File: config.mk
export PLATFORM = sky130hd
export DESIGN_NAME = two_way_lru_cache_tag_lookup
export DESIGN_NICKNAME = d
export VERILOG_FILES = /design/src/rtl/tlc_pkg.sv /design/src/rtl/two_way_lru_cache_tag_lookup.sv
export SDC_FILE = /design/constraint.sdc
export NUM_CORES = 2
export LEC_CHECK = 0
export BUFFER_PORTS_ARGS = -buffer_cell sky130_fd_sc_hd__clkbuf_2
export CAP_MARGIN = 40
export CORE_UTILIZATION = 40
export DETAILED_ROUTE_END_ITERATION = 10
export PLACE_DENSITY_LB_ADDON = 0.08
export SYNTH_ARGS = -nofsm -noshare
export SYNTH_HDL_FRONTEND = slang
export SYNTH_SLANG_ARGS = --single-unit
File: constraint.sdc
create_clock -name i_clk -period 6.8 [get_ports i_clk]
set_input_delay 0.34 -clock i_clk [delete_from_list [all_inputs] [get_ports i_clk]]
set_output_delay 0.34 -clock i_clk [all_outputs]
set_load 0.01 [all_outputs]
File: src/rtl/tlc_pkg.sv
// shared constants and types for the two-way lru cache tag lookup
package tlc_pkg;

    localparam int SET_COUNT   = 64;
    localparam int OFFSET_BITS = 5;
    localparam int ADDR_BITS   = 32;

    localparam int SET_BITS   = $clog2(SET_COUNT);
    localparam int BLOCK_BITS = ADDR_BITS - OFFSET_BITS;
    localparam int TAG_BITS   = BLOCK_BITS - SET_BITS;
    localparam int CNT_BITS   = 32;

    typedef logic [ADDR_BITS-1:0]   t_addr;
    typedef logic [OFFSET_BITS-1:0] t_offset;
    typedef logic [BLOCK_BITS-1:0]  t_block;
    typedef logic [SET_BITS-1:0]    t_set;
    typedef logic [TAG_BITS-1:0]    t_tag;
    typedef logic [CNT_BITS-1:0]    t_cnt;

    // one row of the tag memory: both ways plus the replacement bit
    typedef struct packed {
        t_tag tag1;
        t_tag tag0;
        logic lru;
    } t_row;

endpackage

File: src/rtl/two_way_lru_cache_tag_lookup.sv
// top level of the two-way lru cache tag lookup
//
//  channel  | signals                           | handshake
//  ---------+-----------------------------------+----------------------------------
//  request  | i_address                         | beat taken when start && !busy
//  result   | o_byte_offset .. o_miss_total     | one cycle beat marked by o_valid
//
// an address beat first gets the synchronous read of the tag memory row; then the
// compare writes the row back and registers the result for the result ports.
// busy is high only in the compare cycle, so no new beat is taken while a
// compare is under way; the single read/write port of the tag memory
// sets that pace. reset (synchronous, active low) clears valid bits, counters
// and control; tag memory contents stay undefined until written. the receiver
// cannot stall, so a result is dropped onto the ports for exactly one cycle.
module two_way_lru_cache_tag_lookup (
    input  logic            i_clk,
    input  logic            i_rst_n,
    input  logic            start,
    output logic            busy,
    input  tlc_pkg::t_addr  i_address,
    output logic            o_valid,
    output tlc_pkg::t_offset o_byte_offset,
    output tlc_pkg::t_block o_block_number,
    output tlc_pkg::t_set   o_set_index,
    output logic            o_way_used,
    output tlc_pkg::t_tag   o_tag_value,
    output logic            o_is_miss,
    output logic            o_did_replace,
    output tlc_pkg::t_tag   o_evicted_tag,
    output tlc_pkg::t_cnt   o_hit_total,
    output tlc_pkg::t_cnt   o_miss_total
);
    import tlc_pkg::*;

    // tag memory, one row per set, read and written through one port
    t_row r_tag_mem [SET_COUNT];
    t_row r_rd_row;

    // valid bits live in flops so that reset clears them at once
    logic [SET_COUNT-1:0] r_valid0, r_valid1;
    logic [SET_COUNT-1:0] n_valid0, n_valid1;

    logic  r_busy;
    t_addr r_addr;
    t_cnt  r_hit, r_miss, n_hit, n_miss;

    logic  accept;
    t_set  in_set, cur_set;
    t_tag  cur_tag;
    logic  v0, v1;

    // compare cycle results
    t_row  n_row;
    logic  n_way, n_is_miss, n_replace;
    t_tag  n_evicted;

    // registered result beat
    logic  r_out_valid;
    t_addr r_out_addr;
    logic  r_out_way, r_out_miss, r_out_replace;
    t_tag  r_out_evicted;

    assign accept  = start && !r_busy;
    assign busy    = r_busy;
    assign in_set  = i_address[OFFSET_BITS +: SET_BITS];
    assign cur_set = r_addr[OFFSET_BITS +: SET_BITS];
    assign cur_tag = r_addr[ADDR_BITS-1 -: TAG_BITS];
    assign v0      = r_valid0[cur_set];
    assign v1      = r_valid1[cur_set];

    // memory read on accept, write back in the compare cycle; the two never
    // meet because no beat is taken while busy
    always_ff @(posedge i_clk) begin
        if (accept) begin
            r_rd_row <= r_tag_mem[in_set];
        end
    end

    always_ff @(posedge i_clk) begin
        if (r_busy) begin
            r_tag_mem[cur_set] <= n_row;
        end
    end

    // hit / fill / replace decision, way 0 filled before way 1
    always_comb begin
        n_row     = r_rd_row;
        n_way     = 1'b0;
        n_is_miss = 1'b0;
        n_replace = 1'b0;
        n_evicted = '0;
        n_valid0  = r_valid0;
        n_valid1  = r_valid1;
        if (!v0) begin
            n_is_miss         = 1'b1;
            n_row.tag0        = cur_tag;
            n_row.lru         = 1'b1;
            n_valid0[cur_set] = 1'b1;
        end else if (r_rd_row.tag0 == cur_tag) begin
            n_row.lru = 1'b1;
        end else if (!v1) begin
            n_is_miss         = 1'b1;
            n_way             = 1'b1;
            n_row.tag1        = cur_tag;
            n_row.lru         = 1'b0;
            n_valid1[cur_set] = 1'b1;
        end else if (r_rd_row.tag1 == cur_tag) begin
            n_way     = 1'b1;
            n_row.lru = 1'b0;
        end else begin
            n_is_miss = 1'b1;
            n_replace = 1'b1;
            if (r_rd_row.lru) begin
                n_way      = 1'b1;
                n_evicted  = r_rd_row.tag1;
                n_row.tag1 = cur_tag;
                n_row.lru  = 1'b0;
            end else begin
                n_evicted  = r_rd_row.tag0;
                n_row.tag0 = cur_tag;
                n_row.lru  = 1'b1;
            end
        end
        n_hit  = r_hit;
        n_miss = r_miss;
        if (n_is_miss) begin
            n_miss = CNT_BITS'(r_miss + 1'b1);
        end else begin
            n_hit = CNT_BITS'(r_hit + 1'b1);
        end
    end

    // control and state flops
    always_ff @(posedge i_clk) begin
        if (!i_rst_n) begin
            r_busy      <= 1'b0;
            r_out_valid <= 1'b0;
            r_valid0    <= '0;
            r_valid1    <= '0;
            r_hit       <= '0;
            r_miss      <= '0;
        end else begin
            r_busy      <= accept;
            r_out_valid <= r_busy;
            if (r_busy) begin
                r_valid0 <= n_valid0;
                r_valid1 <= n_valid1;
                r_hit    <= n_hit;
                r_miss   <= n_miss;
            end
        end
    end

    // payload flops
    always_ff @(posedge i_clk) begin
        if (accept) begin
            r_addr <= i_address;
        end
        if (r_busy) begin
            r_out_addr    <= r_addr;
            r_out_way     <= n_way;
            r_out_miss    <= n_is_miss;
            r_out_replace <= n_replace;
            r_out_evicted <= n_evicted;
        end
    end

    // counters already hold this beat's update when the result is shown
    assign o_valid        = r_out_valid;
    assign o_byte_offset  = r_out_addr[OFFSET_BITS-1:0];
    assign o_block_number = r_out_addr[ADDR_BITS-1:OFFSET_BITS];
    assign o_set_index    = r_out_addr[OFFSET_BITS +: SET_BITS];
    assign o_tag_value    = r_out_addr[ADDR_BITS-1 -: TAG_BITS];
    assign o_way_used     = r_out_way;
    assign o_is_miss      = r_out_miss;
    assign o_did_replace  = r_out_replace;
    assign o_evicted_tag  = r_out_evicted;
    assign o_hit_total    = r_hit;
    assign o_miss_total   = r_miss;

    // compare cycle never lasts longer than one cycle
    a_busy_single: assert property (@(posedge i_clk) disable iff (!i_rst_n)
        r_busy |=> !r_busy)
        else $error("busy held for two cycles");

    // every compare cycle produces exactly one result beat
    a_beat_follows: assert property (@(posedge i_clk) disable iff (!i_rst_n)
        r_busy |=> r_out_valid)
        else $error("result beat missing after compare");

    // way 1 is only filled once way 0 is valid
    a_fill_order: assert property (@(posedge i_clk) disable iff (!i_rst_n)
        (r_valid1 & ~r_valid0) == '0)
        else $error("way 1 valid while way 0 invalid");

    // an eviction is always a miss
    a_replace_miss: assert property (@(posedge i_clk) disable iff (!i_rst_n)
        r_out_valid && r_out_replace |-> r_out_miss)
        else $error("replacement reported on a hit");

    // exactly one counter moves per result beat
    a_count_step: assert property (@(posedge i_clk) disable iff (!i_rst_n)
        r_busy |=> (r_hit != $past(r_hit)) != (r_miss != $past(r_miss)))
        else $error("hit and miss counters out of step");

endmodule
==> impl_metrics.env <==
export IMPL_vias_per_cell=5.99
export IMPL_worstSkewPairLatency_ns=0.92
export IMPL_grt_ovfl_total=0
export IMPL_wl_um=381000
export IMPL_path_clk_slew_ns=0.06
export IMPL_fin_area_mm2=0.138
export IMPL_post_route_drc_count=66
export IMPL_drv_cap=0
export IMPL_cts_root_buf="clkbuf_16"
export IMPL_tightest_slew_ns=1.08
export IMPL_grt_max_degree=99
export IMPL_io_pins=184
export IMPL_maxSlewHeadroom=0.279
export IMPL_outcome="finished, violations left"
export IMPL_placed_cells=9339
export IMPL_seq_area_frac_synth=0.765
export IMPL_synth_top_flop_cell="edfxtp_1"
export IMPL_hold_viol=0
export IMPL_synth_area_mm2=0.118
export IMPL_drive_gt1_frac=0.323
export IMPL_worst_slack_ns=1.40
export IMPL_clockBufferDepth=4
export IMPL_violations="DRC"
export IMPL_ys_ff_latch=3077
export IMPL_startpoint_type="register"
export IMPL_synthCells=5292
export IMPL_hp_class="primary input to register"
export IMPL_via_count=59751
export IMPL_report_final_slew_viol_count=0
export IMPL_hpwl_um=208000
export IMPL_synth_nets=5329
export IMPL_fin_skew_ns=0.0451
export IMPL_min_period_ns=5.40
export IMPL_synth_top_area_share=0.732
export IMPL_fin_util=0.468
export IMPL_dp_slack_ns=1.51
export IMPL_path_max_fanout=34
export IMPL_rsz0062_at_grt="no"
export IMPL_grtUsageTotal=0.254
export IMPL_area_growth_pct=16.4
export IMPL_core_area_mm2=0.294
export IMPL_finalNonFillerCells=9974
export IMPL_antenna_found_initial=11
export IMPL_cp_end_kind="register"
export IMPL_power_density_mw_per_mm2=301
export IMPL_cts_made_buffers=336
export IMPL_design_die_area_mm2=0.298
export IMPL_io_buffers=183
export IMPL_postCtsSetupBuffers=0
export IMPL_setup_viol=0
export IMPL_cts_hold_buffers=29
export IMPL_ys_types=65
export IMPL_synth_edf_count=2883
export IMPL_ant_nets=0
export IMPL_synth_avg_cell_area_um2=22.4
export IMPL_yosysWarningCount=0
export IMPL_cts_sinks=3077
export IMPL_setup_tns_ns=0
export IMPL_h_tree_depth=5
export IMPL_peakVddDrop_mv=0.192
export IMPL_start_util=0.402
export IMPL_cp_arrival_ns=6.04
export IMPL_fmax_mhz=185
export IMPL_async_flop_share=0
export IMPL_die_height_um=546
export IMPL_routabilityCongestion=0.834
export IMPL_first_global_vias=59515
export IMPL_nets=5827
export IMPL_drtIter0Drc=8094
export IMPL_wl_per_cell_um=38.2
export IMPL_placed_area_mm2=0.127
export IMPL_grt_pass1_wl_um=515000
export IMPL_cts_tree="built"
export IMPL_rows=199
export IMPL_power_leakage_uw=0.0432
export IMPL_die_w_um=546
export IMPL_finalCritPeriodShare=0.794
export IMPL_yosys_area_top_type="edfxtp_1"
export IMPL_firstDrtPassIters=10
export IMPL_cts_resized=0
export IMPL_critPathKind="register to register"
export IMPL_required_ns=7.45
export IMPL_yosys_top_cells_area="edfxtp_1 73%, mux4_2 17%, dfxtp_1 3.3%, nor2_1 0.75%, clkbuf_1 0.69%"
-- cell families (layout without fill, tap and decap cells) --
group	after synthesis	count (layout)	share of synthesized area
AOI/OAI and AO/OA	301	301	0.0176
xor gates and xnor gates	46	46	0.00341
adders and majority gates	2	2	0.000211
buffers and inverters	346	1104	0.0125
DFF	3077	3077	0.765
muxes	1015	1015	0.182
other	0	5	0
and+or+nand+nor	505	505	0.0202
-- cell usage in the layout (no fill, tap or decap), drive strengths merged, types with 4 or more instances in the layout --
cell,n
edfxtp,2883
mux4,898
clkbuf,606
buf,276
nor2,237
dfxtp,194
clkinv,138
a21oi,103
o21a,67
mux2,66
nand2,64
mux2i,51
nand3,48
inv,33
a221oi,32
dlygate4sd3,29
xor2,26
or4,26
nand4,25
o31ai,25
nor3,23
o21ai,20
xnor2,20
and3,18
nand2b,16
bufinv,16
a31oi,10
a21o,10
nor4,8
nand3b,7
and4,7
and2,7
clkinvlp,6
nor2b,6
diode,5
o22a,5
or3,5
a22oi,4
or2,4
-- Yosys cell counts, types with 10 or more instances --
cell,number
dfxtp_1,194
a21oi_1,102
xor2_1,26
mux4_2,898
nand2_1,64
a21o_1,10
nor3_1,23
buf_2,12
clkbuf_1,216
a31oi_1,10
edfxtp_1,2883
mux2i_1,51
buf_4,31
buf_1,58
and3_1,18
o21a_1,67
nor2_1,237
xnor2_1,20
nand3_1,48
a221oi_1,31
o21ai_0,20
mux2_2,63
inv_1,22
or4_1,26
nand4_1,25
nand2b_1,16
o31ai_1,25
-- metrics by stage --
stage                     power (uW)  hold slack (ns)
final                          41400            0.140
after global routing           42600            0.123
after CTS                      41700           0.0818
after detailed placement       24300            0.407
after global placement         24100            0.403
after floorplan                23200            0.400
-- power by group --
group / leakage [uW] / internal, uW / switching (uW)
clock network: 0.00509 / 9950 / 7580
registers: 0.0275 / 21300 / 96.9
logic: 0.0105 / 912 / 1570
-- final timing paths --
check	slack (ns)	to	cells after the start	from
worst max-delay path	1.40	r_tag_mem[60][21]	12	r_addr[7]
worst min-delay path	0.14	r_rd_row[3]	3	i_address[8]
worst min register to register	0.42	r_out_addr[2]	0	r_addr[2]
worst max register to register	1.40	r_tag_mem[60][21]	12	r_addr[7]
-- layout make-up --
| class | instances | area (um^2) |
|---|---|---|
| clock inverters | 170 | 1480 |
| diodes | 5 | 12.5 |
| flip-flops and latches | 3077 | 90500 |
| clock buffers | 428 | 8950 |
| inverters | 23 | 87.6 |
| well taps | 3919 | 4900 |
| repair buffers | 483 | 4910 |
| fillers | 24233 | 156000 |
| multi-input cells | 1869 | 26900 |
-- critical path, cell delays in order (launching register included) --
cell and delay [ns]:
edfxtp_1 0.69, buf_4 0.47, and2_0 0.57, a221oi_1 0.19, o22a_1 0.25, o221ai_1 0.41, nor4_2 0.06, buf_4 0.19
nor3_1 0.24, a21o_2 0.74, buf_4 0.39, mux2_2 0.60, buf_16 0.26
-- flip-flops by register name, indices dropped and copies added, names as in the netlist --
signal and count:
r_tag_mem 2752, busy 1, o_way_used 1, o_did_replace 1
r_addr 32, r_valid1 64, o_miss_total 32, o_hit_total 32
o_is_miss 1, r_out_addr 32, r_rd_row 43, o_valid 1
r_valid0 64, o_evicted_tag 21
-- metal layers --
| layer | vias to the layer above | global-route usage | part of all wire |
|---|---|---|---|
| met1 | 33391 | 0.363 | 0.43 |
| met4 | 2 | 0.0672 | 0.027 |
| met3 | 473 | 0.0383 | 0.065 |
| met2 | 2474 | 0.408 | 0.48 |
| met5 | - | 0 | 0.000034 |
| li1 | 23411 | - | - |
Power figures use the tool's default switching activity.
